$ cat src/sv/cft_pkg.sv
// Shared types and constants for the call/return function tracer.
// Used by cft_table, cft_scan and call_return_function_tracer_top; depends on nothing.
`default_nettype none

package cft_pkg;

    // Default table depth.
    localparam int MAX_ENTRIES_DEF = 64;

    // Fixed field widths of the data words.
    localparam int ADDR_W   = 32;
    localparam int REG_W    = 5;
    localparam int EVENT_W  = 3;
    localparam int INDEX_W  = 6;
    localparam int INDENT_W = 15;
    localparam int DEPTH_W  = 16;

    // Register number of the return-address register.
    localparam logic [REG_W-1:0] RA_REG   = 5'd1;
    localparam logic [REG_W-1:0] ZERO_REG = 5'd0;

    // Function codes of an input word.
    localparam logic FUNC_LOAD  = 1'b0;
    localparam logic FUNC_TRACE = 1'b1;

    // Saturation bounds of the signed call depth.
    localparam logic signed [DEPTH_W-1:0] DEPTH_MAX = 16'sh7FFF;
    localparam logic signed [DEPTH_W-1:0] DEPTH_MIN = -16'sh8000;

    // Event codes of a result word.
    typedef enum logic [EVENT_W-1:0] {
        EV_NONE   = 3'd0,
        EV_CALL   = 3'd1,
        EV_RET    = 3'd2,
        EV_MISS   = 3'd3,
        EV_STORED = 3'd4,
        EV_FULL   = 3'd5
    } t_event;

    // Sequencer states of the top level.
    typedef enum logic [1:0] {
        ST_IDLE,
        ST_DECODE,
        ST_SCAN,
        ST_EMIT
    } t_state;

    // Status handed from the scan unit to the sequencer.
    typedef struct packed {
        logic done;
        logic hit;
    } t_scan_stat;

endpackage : cft_pkg

`default_nettype wire

$ cat src/sv/call_return_function_tracer_top.sv
// Call/return function tracer: a table of function ranges plus a small sequencer
// that classifies jumps and looks them up. Depends on cft_pkg, cft_table and cft_scan.
//
// One input word is taken at a time; o_stall is high from acceptance until the result
// has moved into the output register. A load word, and a trace word that is neither
// call nor return, pass from ST_DECODE straight to ST_EMIT. A call or return walks the
// table through one comparator fed by the single read port, one entry per cycle, and
// stops at the first match or once every loaded entry is tested. A result that cannot
// move into a full output register waits in ST_EMIT. The result waits in the output
// register while the next word is accepted. The table has no reset; only entries
// already loaded are read.
`default_nettype none

module call_return_function_tracer_top #(
    parameter int MAX_ENTRIES = cft_pkg::MAX_ENTRIES_DEF
) (
    input  wire logic                            i_clk,
    input  wire logic                            i_rst_n,
    input  wire logic                            i_valid,
    output logic                                 o_stall,
    input  wire logic                            i_func,
    input  wire logic [cft_pkg::ADDR_W-1:0]      i_entry_start,
    input  wire logic [cft_pkg::ADDR_W-1:0]      i_entry_end,
    input  wire logic [cft_pkg::ADDR_W-1:0]      i_inst_addr,
    input  wire logic [cft_pkg::ADDR_W-1:0]      i_target_addr,
    input  wire logic [cft_pkg::REG_W-1:0]       i_src_reg,
    input  wire logic [cft_pkg::REG_W-1:0]       i_dest_reg,
    input  wire logic [cft_pkg::ADDR_W-1:0]      i_offset_imm,
    output logic                                 o_valid,
    input  wire logic                            i_stall,
    output logic      [cft_pkg::EVENT_W-1:0]     o_event_kind,
    output logic      [cft_pkg::INDEX_W-1:0]     o_entry_index,
    output logic      [cft_pkg::ADDR_W-1:0]      o_entry_first,
    output logic      [cft_pkg::INDENT_W-1:0]    o_indent_level
);
    import cft_pkg::*;

    localparam int IDX_W = $clog2(MAX_ENTRIES);
    localparam int CNT_W = $clog2(MAX_ENTRIES + 1);
    localparam logic [CNT_W-1:0] FULL_COUNT = CNT_W'(MAX_ENTRIES);

    // Sequencer and architectural state.
    t_state                    r_state, n_state;
    logic [CNT_W-1:0]          r_count, n_count;
    logic signed [DEPTH_W-1:0] r_depth, n_depth;

    // Latched input word.
    logic                      r_func;
    logic [ADDR_W-1:0]         r_start, r_end, r_iaddr, r_taddr, r_imm;
    logic [REG_W-1:0]          r_src, r_dest;

    // Pending result and scan key.
    logic                      r_is_ret, n_is_ret;
    logic [ADDR_W-1:0]         r_key, n_key;
    t_event                    r_res_kind, n_res_kind;
    logic [INDEX_W-1:0]        r_res_idx, n_res_idx;
    logic [ADDR_W-1:0]         r_res_first, n_res_first;
    logic [INDENT_W-1:0]       r_res_indent, n_res_indent;

    // Output register.
    logic                      r_out_valid, n_out_valid;
    logic                      out_load;

    // Table and scan connections.
    logic                      wr_en;
    logic                      scan_start;
    logic                      rd_en;
    logic [IDX_W-1:0]          rd_addr;
    logic [ADDR_W-1:0]         rd_first, rd_limit;
    t_scan_stat                scan_stat;
    logic [IDX_W-1:0]          scan_idx;
    logic [ADDR_W-1:0]         scan_first;

    logic                      in_accept;
    logic                      is_ret, is_call;

    assign in_accept = i_valid && !o_stall;
    assign o_stall   = (r_state != ST_IDLE);

    cft_table #(
        .MAX_ENTRIES(MAX_ENTRIES)
    ) u_table (
        .i_clk      (i_clk),
        .i_wr_en    (wr_en),
        .i_wr_addr  (r_count[IDX_W-1:0]),
        .i_wr_first (r_start),
        .i_wr_limit (r_end),
        .i_rd_en    (rd_en),
        .i_rd_addr  (rd_addr),
        .o_rd_first (rd_first),
        .o_rd_limit (rd_limit)
    );

    cft_scan #(
        .MAX_ENTRIES(MAX_ENTRIES)
    ) u_scan (
        .i_clk      (i_clk),
        .i_rst_n    (i_rst_n),
        .i_start    (scan_start),
        .i_key      (r_key),
        .i_count    (r_count),
        .o_rd_en    (rd_en),
        .o_rd_addr  (rd_addr),
        .i_rd_first (rd_first),
        .i_rd_limit (rd_limit),
        .o_stat     (scan_stat),
        .o_idx      (scan_idx),
        .o_first    (scan_first)
    );

    // Jump classification; the return test takes priority over the call test.
    always_comb begin
        is_ret  = (r_src == RA_REG) && (r_dest == ZERO_REG) && (r_imm == '0);
        is_call = (r_dest != ZERO_REG);
    end

    // Sequencer: next state, table write, scan start and result forming.
    always_comb begin
        n_state      = r_state;
        n_count      = r_count;
        n_depth      = r_depth;
        n_is_ret     = r_is_ret;
        n_key        = r_key;
        n_res_kind   = r_res_kind;
        n_res_idx    = r_res_idx;
        n_res_first  = r_res_first;
        n_res_indent = r_res_indent;
        wr_en        = 1'b0;
        scan_start   = 1'b0;
        out_load     = 1'b0;

        case (r_state)
            ST_IDLE: begin
                if (in_accept) begin
                    n_state = ST_DECODE;
                end
            end
            ST_DECODE: begin
                n_res_kind   = EV_NONE;
                n_res_idx    = '0;
                n_res_first  = '0;
                n_res_indent = '0;
                n_state      = ST_EMIT;
                if (r_func == FUNC_LOAD) begin
                    if (r_count == FULL_COUNT) begin
                        n_res_kind = EV_FULL;
                    end else begin
                        wr_en       = 1'b1;
                        n_res_kind  = EV_STORED;
                        n_res_idx   = INDEX_W'(r_count);
                        n_res_first = r_start;
                        n_count     = r_count + CNT_W'(1);
                    end
                end else if (is_ret || is_call) begin
                    n_is_ret   = is_ret;
                    n_key      = is_ret ? r_iaddr : r_taddr;
                    scan_start = 1'b1;
                    n_state    = ST_SCAN;
                end
            end
            ST_SCAN: begin
                if (scan_stat.done) begin
                    n_state = ST_EMIT;
                    if (!scan_stat.hit) begin
                        n_res_kind = EV_MISS;
                    end else if (r_is_ret) begin
                        n_res_kind   = EV_RET;
                        n_res_idx    = INDEX_W'(scan_idx);
                        n_res_first  = scan_first;
                        n_res_indent = (r_depth > 16'sd1) ?
                                       INDENT_W'(r_depth - 16'sd1) : '0;
                        if (r_depth != DEPTH_MIN) begin
                            n_depth = r_depth - 16'sd1;
                        end
                    end else begin
                        n_res_kind   = EV_CALL;
                        n_res_idx    = INDEX_W'(scan_idx);
                        n_res_first  = scan_first;
                        n_res_indent = (r_depth > 16'sd0) ? INDENT_W'(r_depth) : '0;
                        if (r_depth != DEPTH_MAX) begin
                            n_depth = r_depth + 16'sd1;
                        end
                    end
                end
            end
            ST_EMIT: begin
                if (!r_out_valid || !i_stall) begin
                    out_load = 1'b1;
                    n_state  = ST_IDLE;
                end
            end
            default: begin
                n_state = ST_IDLE;
            end
        endcase
    end

    // Output register valid: set on a load, cleared when the word is taken.
    always_comb begin
        if (out_load) begin
            n_out_valid = 1'b1;
        end else if (r_out_valid && !i_stall) begin
            n_out_valid = 1'b0;
        end else begin
            n_out_valid = r_out_valid;
        end
    end

    // Control state.
    always_ff @(posedge i_clk) begin
        if (!i_rst_n) begin
            r_state     <= ST_IDLE;
            r_count     <= '0;
            r_depth     <= '0;
            r_out_valid <= 1'b0;
        end else begin
            r_state     <= n_state;
            r_count     <= n_count;
            r_depth     <= n_depth;
            r_out_valid <= n_out_valid;
        end
    end

    // Payload registers.
    always_ff @(posedge i_clk) begin
        if (in_accept) begin
            r_func  <= i_func;
            r_start <= i_entry_start;
            r_end   <= i_entry_end;
            r_iaddr <= i_inst_addr;
            r_taddr <= i_target_addr;
            r_src   <= i_src_reg;
            r_dest  <= i_dest_reg;
            r_imm   <= i_offset_imm;
        end
        r_is_ret     <= n_is_ret;
        r_key        <= n_key;
        r_res_kind   <= n_res_kind;
        r_res_idx    <= n_res_idx;
        r_res_first  <= n_res_first;
        r_res_indent <= n_res_indent;
        if (out_load) begin
            o_event_kind   <= r_res_kind;
            o_entry_index  <= r_res_idx;
            o_entry_first  <= r_res_first;
            o_indent_level <= r_res_indent;
        end
    end

    assign o_valid = r_out_valid;

    // The fill count never passes the table depth.
    a_count_bound: assert property (@(posedge i_clk) disable iff (!i_rst_n)
        r_count <= FULL_COUNT)
        else $error("entry count exceeds table depth");

    // A table write never happens with the table full.
    a_no_write_full: assert property (@(posedge i_clk) disable iff (!i_rst_n)
        wr_en |-> (r_count != FULL_COUNT))
        else $error("table written while full");

    // The scan unit reports completion only while the sequencer waits for it.
    a_scan_done_in_scan: assert property (@(posedge i_clk) disable iff (!i_rst_n)
        scan_stat.done |-> (r_state == ST_SCAN))
        else $error("scan completion outside scan state");

    // A word loaded into a busy output register would overwrite an unsent result.
    a_no_overwrite: assert property (@(posedge i_clk) disable iff (!i_rst_n)
        out_load |-> (!r_out_valid || !i_stall))
        else $error("output register overwritten");

endmodule : call_return_function_tracer_top

`default_nettype wire

$ cat src/sv/cft_table.sv
// Function range table: start and limit memories, one write port, one registered read port.
// Depends on cft_pkg for the address width.
`default_nettype none

module cft_table #(
    parameter int MAX_ENTRIES = cft_pkg::MAX_ENTRIES_DEF
) (
    input  wire logic                              i_clk,
    input  wire logic                              i_wr_en,
    input  wire logic [$clog2(MAX_ENTRIES)-1:0]    i_wr_addr,
    input  wire logic [cft_pkg::ADDR_W-1:0]        i_wr_first,
    input  wire logic [cft_pkg::ADDR_W-1:0]        i_wr_limit,
    input  wire logic                              i_rd_en,
    input  wire logic [$clog2(MAX_ENTRIES)-1:0]    i_rd_addr,
    output logic      [cft_pkg::ADDR_W-1:0]        o_rd_first,
    output logic      [cft_pkg::ADDR_W-1:0]        o_rd_limit
);
    import cft_pkg::*;

    logic [ADDR_W-1:0] r_mem_first [MAX_ENTRIES];
    logic [ADDR_W-1:0] r_mem_limit [MAX_ENTRIES];

    // Write port.
    always_ff @(posedge i_clk) begin
        if (i_wr_en) begin
            r_mem_first[i_wr_addr] <= i_wr_first;
            r_mem_limit[i_wr_addr] <= i_wr_limit;
        end
    end

    // Registered read port.
    always_ff @(posedge i_clk) begin
        if (i_rd_en) begin
            o_rd_first <= r_mem_first[i_rd_addr];
            o_rd_limit <= r_mem_limit[i_rd_addr];
        end
    end

endmodule : cft_table

`default_nettype wire

$ cat src/sv/cft_scan.sv
// Range scan unit: walks the table one entry a cycle through a single range comparator.
// Depends on cft_pkg for widths and the status struct.
`default_nettype none

module cft_scan #(
    parameter int MAX_ENTRIES = cft_pkg::MAX_ENTRIES_DEF
) (
    input  wire logic                                i_clk,
    input  wire logic                                i_rst_n,
    input  wire logic                                i_start,
    input  wire logic [cft_pkg::ADDR_W-1:0]          i_key,
    input  wire logic [$clog2(MAX_ENTRIES+1)-1:0]    i_count,
    output logic                                     o_rd_en,
    output logic      [$clog2(MAX_ENTRIES)-1:0]      o_rd_addr,
    input  wire logic [cft_pkg::ADDR_W-1:0]          i_rd_first,
    input  wire logic [cft_pkg::ADDR_W-1:0]          i_rd_limit,
    output cft_pkg::t_scan_stat                      o_stat,
    output logic      [$clog2(MAX_ENTRIES)-1:0]      o_idx,
    output logic      [cft_pkg::ADDR_W-1:0]          o_first
);
    import cft_pkg::*;

    localparam int IDX_W = $clog2(MAX_ENTRIES);
    localparam int CNT_W = $clog2(MAX_ENTRIES + 1);

    logic             r_busy;
    logic             r_cmp_v;
    logic [CNT_W-1:0] r_next;
    logic [IDX_W-1:0] r_cmp_idx;
    logic             r_done;
    logic             r_hit;
    logic [IDX_W-1:0] r_idx;
    logic [ADDR_W-1:0] r_first;

    logic key_match;
    logic found;
    logic exhausted;
    logic issue;
    logic finish;

    // The shared comparator tests the entry read in the previous cycle.
    always_comb begin
        key_match = (i_key >= i_rd_first) && (i_key < i_rd_limit);
        found     = r_cmp_v && key_match;
        exhausted = !r_cmp_v && (r_next >= i_count);
        issue     = r_busy && !found && (r_next < i_count);
        finish    = r_busy && (found || exhausted);
    end

    assign o_rd_en   = issue;
    assign o_rd_addr = r_next[IDX_W-1:0];

    // Scan control: issue reads while entries remain, stop at the first hit.
    always_ff @(posedge i_clk) begin
        if (!i_rst_n) begin
            r_busy  <= 1'b0;
            r_cmp_v <= 1'b0;
            r_done  <= 1'b0;
        end else begin
            r_done <= finish;
            if (i_start) begin
                r_busy  <= 1'b1;
                r_cmp_v <= 1'b0;
            end else if (finish) begin
                r_busy  <= 1'b0;
                r_cmp_v <= 1'b0;
            end else begin
                r_cmp_v <= issue;
            end
        end
    end

    // Scan position and captured result.
    always_ff @(posedge i_clk) begin
        if (i_start) begin
            r_next <= '0;
        end else if (issue) begin
            r_next    <= r_next + CNT_W'(1);
            r_cmp_idx <= r_next[IDX_W-1:0];
        end
        if (finish) begin
            r_hit   <= found;
            r_idx   <= r_cmp_idx;
            r_first <= i_rd_first;
        end
    end

    assign o_stat.done = r_done;
    assign o_stat.hit  = r_hit;
    assign o_idx       = r_idx;
    assign o_first     = r_first;

endmodule : cft_scan

`default_nettype wire
$ cat config.mk
export PLATFORM = sky130hd
export DESIGN_NAME = call_return_function_tracer_top
export DESIGN_NICKNAME = d
export VERILOG_FILES = /design/src/sv/cft_pkg.sv /design/src/sv/call_return_function_tracer_top.sv /design/src/sv/cft_table.sv /design/src/sv/cft_scan.sv
export SDC_FILE = /design/constraint.sdc
export NUM_CORES = 2
export LEC_CHECK = 0
export BUFFER_PORTS_ARGS = -buffer_cell sky130_fd_sc_hd__buf_2
export CAP_MARGIN = 0
export CORE_ASPECT_RATIO = 1.5
export CORE_MARGIN = 2
export CORE_UTILIZATION = 30
export DETAILED_ROUTE_END_ITERATION = 10
export PLACE_DENSITY = 0.44
export SYNTH_ARGS = -nofsm -noshare
export SYNTH_HDL_FRONTEND = slang
export SYNTH_SLANG_ARGS = --single-unit
$ cat constraint.sdc
create_clock -name i_clk -period 5.6 [get_ports i_clk]
set_clock_uncertainty 0.1 [all_clocks]
set_input_delay 0.56 -clock i_clk [delete_from_list [all_inputs] [get_ports i_clk]]
set_output_delay 0.56 -clock i_clk [all_outputs]
set_load 0.01 [all_outputs]
Word-level counts from Yosys, hierarchy flattened
Memories as Yosys holds them, arrays and structs flattened. A register that Yosys moved wholly into a read port is not among the register bits.
Cells that the tools add are included.
{"block": "classes", "n_addsub": 4, "n_lt_le_gt_ge": 6, "eq_ne": 12, "muxes": 46, "bitwise": 4, "reduce_logical": 35}
{"cell": "two-way mux 32 bit", "count": 5}
{"cell": "two-way mux 15 bit", "count": 5}
{"cell": "one-hot mux 32 bit (2 select lines)", "count": 1}
{"cell": "two-way mux 16 bit", "count": 3}
{"cell": "greater-or-equal comparator 32 bit", "count": 1}
{"cell": "logical NOT 32 bit", "count": 1}
{"cell": "less-than comparator 32 bit", "count": 1}
{"cell": "inequality test 16 bit (second input constant)", "count": 2}
{"cell": "one-hot mux 15 bit (2 select lines)", "count": 1}
{"cell": "two-way mux 6 bit", "count": 4}
{"cell": "two-way mux 1 bit", "count": 17}
{"cell": "adder 16 x 2 -> 16 bit (second input constant)", "count": 1}
{"cell": "> comparator 16 x 1 -> 1 bit (second input constant)", "count": 1}
{"cell": "> comparator 16 x 2 -> 1 bit (second input constant)", "count": 1}
{"cell": "subtractor 16 x 2 -> 16 bit (second input constant)", "count": 1}
{"cell": "adder 7 x 1 -> 7 bit (second input constant)", "count": 2}
{"cell": "one-hot mux 6 bit (2 select lines)", "count": 1}
{"cell": "AND reduction 3 bit", "count": 4}
{"cell": "logical AND 1 bit", "count": 10}
{"cell": "two-way mux 2 bit", "count": 5}
{"cell": "nonzero test 2 bit", "count": 5}
{"cell": "one-hot mux 2 bit (4 select lines)", "count": 1}
{"cell": "== test 7 bit (second input constant)", "count": 1}
{"cell": "greater-or-equal comparator 7 bit", "count": 1}
{"cell": "other kinds (17)", "count": 32}
{"block": "totals", "reg_bits": 397, "mem_bits_rw": 4096, "word_cells": 139, "n_memories": 2}
{"name": "u_table.r_mem_first", "words": 64, "width": 32, "read_ports": 1, "rd_clocked_by_memory_dff": 1, "wr": 1, "line_no": "cft_table.sv:20", "text": "logic [ADDR_W-1:0] r_mem_first [MAX_ENTRIES];"}
{"name": "u_table.r_mem_limit", "words": 64, "width": 32, "read_ports": 1, "rd_clocked_by_memory_dff": 1, "wr": 1, "line_no": "cft_table.sv:21", "text": "logic [ADDR_W-1:0] r_mem_limit [MAX_ENTRIES];"}

Longest topological paths before layout
{"block": "depth", "depth_word": 9, "ltp_mapped": 11, "ltp_nobuf": 10}

Hierarchy
A second synthesis with hierarchy kept.
{"block": "hier_totals", "hier_cells": 7602, "hier_area_um2": 172795.7}
{"mod": "cft_table", "n_inst": 1, "cells_each": 6505, "area_each_um2": 156436.3}
{"mod": "call_return_function_tracer_top", "n_inst": 1, "cells_each": 741, "area_each_um2": 12738.5}
{"mod": "cft_scan", "n_inst": 1, "cells_each": 356, "area_each_um2": 3621.0}

Worst setup path after synthesis
No wires, ideal clock.
{"block": "synth_timing", "kind": "flip-flop to flip-flop", "start": "reg u_table.o_rd_first[0] (netlist bit), read port of u_table.r_mem_first", "end": "reg u_table.o_rd_first[0] (netlist bit), read port of u_table.r_mem_first, enable pin", "setup_time_ns": 0.488, "arrival_ns": 4.798, "required_time_ns": 5.012, "slack_ns": 0.214, "stages_incl_launch_ff": 10, "path_cell_list": "edfxtp_1 ha_1 nand2b_1 a2111oi_0 o32ai_1 o41a_1 o221ai_2 inv_1 clkbuf_1 nor2_1"}
{"block": "synth_via", "elab_chain_cells": 6}
{"element": "start: declaration", "line_no": "cft_table.sv:15", "text": "output logic [cft_pkg::ADDR_W-1:0] o_rd_first,"}
{"element": "greater-or-equal comparator 32 bit", "line_no": "cft_scan.sv:43", "text": "key_match = (i_key >= i_rd_first) && (i_key < i_rd_limit);"}
{"element": "logical AND 1 bit", "line_no": "cft_scan.sv:43"}
{"element": "logical AND 1 bit", "line_no": "cft_scan.sv:44", "text": "found = r_cmp_v && key_match;"}
{"element": "via u_scan.found", "line_no": "cft_scan.sv:36", "text": "logic found;"}
{"element": "logical NOT 1 bit", "line_no": "cft_scan.sv:46", "text": "issue = r_busy && !found && (r_next < i_count);"}
{"element": "logical AND 1 bit (2 in a row)", "line_no": "cft_scan.sv:46"}
{"element": "via rd_en", "line_no": "call_return_function_tracer_top.sv:67", "text": "logic rd_en;"}
The timed path passes the listed nets, and every way through them passes these cells.
A chain may end at the register's enable or synchronous reset.

Final worst setup path
{"block": "layout_timing", "start": "reg u_table.o_rd_first[0] (netlist bit), read port of u_table.r_mem_first", "end": "reg u_table.o_rd_limit[13] (netlist bit), read port of u_table.r_mem_limit, enable pin"}
{"block": "layout_via", "elab_chain_cells": 6}
{"element": "greater-or-equal comparator 32 bit", "line_no": "cft_scan.sv:43"}
{"element": "logical AND 1 bit", "line_no": "cft_scan.sv:43"}
{"element": "logical AND 1 bit", "line_no": "cft_scan.sv:44"}
{"element": "logical NOT 1 bit", "line_no": "cft_scan.sv:46"}
{"element": "logical AND 1 bit (2 in a row)", "line_no": "cft_scan.sv:46"}
{"element": "via rd_en", "line_no": "call_return_function_tracer_top.sv:67"}
{"element": "end: declaration", "line_no": "cft_table.sv:16", "text": "output logic [cft_pkg::ADDR_W-1:0] o_rd_limit"}
The timed path passes the listed nets, and every way through them passes these cells.

==> results.md <==
* Req. time, crit path at approximately 6 ns
* Outcome: finished, final reports clean
* Num CTS Buffers at 448
* Data arrival time of the critical path at around 5 ns
* First-pass GRT wire length at approximately 740 mm
* Number of synthesized flops with an enable pin at around 4500
* Post-CTS setup buffers at 0
* Initial Util at 0.301
* Vias/cell at between 5 and 6
* Syn_nets at a little over 7000
* Power per Cell Area at about 420 mW/mm^2
* Worst Path Class, Setup: reg2reg
* Yosys warns at 0
* Vias at 80500
* Total power at 85.7 mW
* Drt drc at 0
* GPL Wtd Cong at 0.811
* Antenna violations before repair at 30
* Max Slew Vio Count at 0
* Cells after Synth at 6957
* I/O pin count at around 230
* LEAKAGE at approximately 61 nW
* Final net count at about 8100
* Grt ovf at 0
* Fin crit share at 0.815
* CP delay by family, top: compound AO/OA/AOI/OAI gates
* Grt met1 use at 0.236
* Critical path cell sequence: ha_1 -> nand2b_1 -> a2111oi_0 -> o32ai_1 -> o41a_1 -> o221ai_2 -> inv_1 -> nor2_4 -> buf_12
* Total global-route track usage at 0.186
* Largest net degree at the start of global routing at 91
* Clk_lat worst skew at about 1.1 ns
* Final setup violation count at 0
* RSZ-0062 raised after global routing: no
* Layout cells sized above 1 at 0.326
* Fin. Hold Viols at 0
* Dpl hpwl at slightly above 300 mm
* Routed WL per cell at between 30 and 40 um
* Die area at just under 0.6 mm^2
* Detail Route Antenna Nets at 0
* FF+latch count, synth at about 4600
* Worst Max-Slew Pin Slew at roughly 1.3 ns
* Worst Setup End Kind: flop
* Wirelength, routed at approximately 550 mm
* Die Width at between 600 and 700 um
* Hold WC Path Type: in2reg
* PortBufs at approximately 230
* Period minus WS final at ~4.6 ns
* Crit Path Max Fanout at 46
* Top_reg_cell synth: edfxtp_1
* TritonCTS clock tree: built
* # resized after CTS at 0
* Relative slew slack at 0.150
* Die Ht at approximately 930 um
* Row Count at approximately 340
* Setup crit start kind: flop
* VDD IR max at roughly 0.3 mV
* Sequential-to-total area share from yosys stat at 0.790
* Layout Utilization at 0.354
* Clock-pin transition on the worst setup and hold timing paths at about 0.06 ns
* Number of detailed-route iterations in the first pass at 5
* Syn-to-layout area delta at 17.5%
* Clock Sinks at 4557
* Root buffer cell: clkbuf_16
* Area after DPL at approximately 0.19 mm^2
* CORE AREA at around 0.57 mm^2
* Final TNS setup at 0 ns
* Post-Syn Area at approximately 0.17 mm^2
* WP buf/inv at 2
* Clock buffer depth at 4
* Async set or reset register ratio after synthesis at 0
* GR peak layer: met2
* Crit-path max cell delay at 0.68 ns
* Post-synthesis cell type count at 59
* Post-CTS Hold Buffers at roughly 190
* Syn Area/Cell at about 25 um^2
* Met2 GRT Util at 0.336
* 1st-iter DRT viols at about 8700
* Max cap viols at 0
* Slowest CP cell: nor2_4
* GRT met3 Usage at 0.0224
* Vias in the first global route at ~85000
* FMAX at ~220 MHz
* Design area at 0.203 mm^2
* H-tree depth at 5
layer usage:
metal	vias to the layer above	wire length (um)
met5	-	0
met4	0	14300
met3	632	24400
met2	2459	290000
met1	45400	222000
li1	32000	-
cell type report:
cell class / count / area, um^2
Antenna cell: 24 / 60.1
Clock buffer: 541 / 11600
Clock inverter: 284 / 2720
Fill cell: 52600 / 371000
Inverter: 84 / 315
Multi-Input combinational cell: 1977 / 35100
Sequential cell: 4557 / 137000
Tap cell: 7546 / 9440
Timing Repair Buffer: 766 / 7340
cell usage after synthesis, types with 15 or more instances:
cell type / count / area (um^2)
nand3_1: 29 / 145
a22o_1: 36 / 315
a21oi_1: 60 / 300
inv_1: 81 / 304
dfxtp_1: 36 / 721
buf_2: 104 / 521
edfxtp_1: 4521 / 136000
nand4_1: 22 / 138
nand2_1: 54 / 203
clkbuf_1: 216 / 811
o21ai_0: 27 / 135
ha_1: 82 / 1030
mux4_2: 1344 / 30300
nor4_1: 15 / 93.8
nor3_1: 29 / 145
mux2_2: 32 / 360
nor2_1: 127 / 477
per-stage QoR:
step | cells | setup WS (ns) | hold slack, ns
2_1_floorplan | 6957 | 0.214 | 0.300
6_report | 15800 | 1.04 | 0.103
4_1_cts | 15800 | 1.08 | 0.000298
3_5_place_dp | 14700 | 1.13 | 0.305
5_1_grt | 15800 | 0.914 | 0.0597
3_3_place_gp | 14700 | 0.940 | 0.302
cells by family (layout without fill, tap and decap cells):
logic type,Yosys count,after routing,synth area share
AOI/OAI and AO/OA,177,177,0.00683
xor gates and xnor gates,13,13,0.000659
adders and majority gates,82,82,0.00594
buffers and inverters,423,1675,0.0102
DFF,4557,4557,0.790
muxes,1381,1381,0.178
other,0,24,0
and+or+nand+nor,324,324,0.00889
path summary, 6_finish.rpt:
check	startpoint	end	slack, ns	cells after the start
worst max-delay path	u_table.o_rd_first[0]$_DFFE_PP_	u_table.o_rd_limit[13]$_DFFE_PP_	1.04	9
worst min-delay path	i_offset_imm[3]	r_imm[3]$_DFFE_PP_	0.10	2
worst max register to register	u_table.o_rd_first[0]$_DFFE_PP_	u_table.o_rd_limit[13]$_DFFE_PP_	1.04	9
worst min register to register	r_res_first[8]$_DFFE_PP_	o_entry_first[8]$_DFFE_PP_	0.31	0
registers in the layout (all words and copies together) (netlist names), 7 cells and up:
name                 count
r_res_indent            15
r_imm                   32
o_entry_first           32
u_scan.o_first          32
u_table.r_mem_first   2048
r_key                   32
r_iaddr                 32
r_taddr                 32
r_end                   32
o_indent_level          15
r_start                 32
r_res_first             32
u_table.r_mem_limit   2048
u_table.o_rd_limit      32
r_depth                 16
r_count                  7
u_scan.r_next            7
u_table.o_rd_first      32
report_power, final:
part	switching [mW]	internal, mW	total (mW)
Clock	13.6	16.5	30.0
Combinational	8.16	6.67	14.8
Sequential	0.568	40.3	40.8
layout by cell type (no fill, tap or decap), types with 9 or more instances in the layout:
cell type / n
edfxtp_1: 4521
mux4_2: 1344
clkbuf_16: 451
buf_2: 232
buf_4: 212
dlygate4sd3_1: 186
buf_12: 136
clkinv_1: 107
clkbuf_1: 89
clkinv_2: 84
ha_1: 81
inv_1: 79
nor2_4: 65
nor2_1: 62
a21oi_1: 60
nand2_1: 53
a22o_1: 36
bufinv_16: 35
mux2_2: 32
dfxtp_1: 30
nand3_1: 29
nor3_1: 27
o21ai_0: 27
diode_2: 24
nand4_1: 22
nor4_1: 15
clkinvlp_4: 14
inv_6: 12
or3_1: 11
clkinv_16: 11
xnor2_1: 10
clkinv_4: 9
No activity file was read; power rests on OpenSTA's default activity.
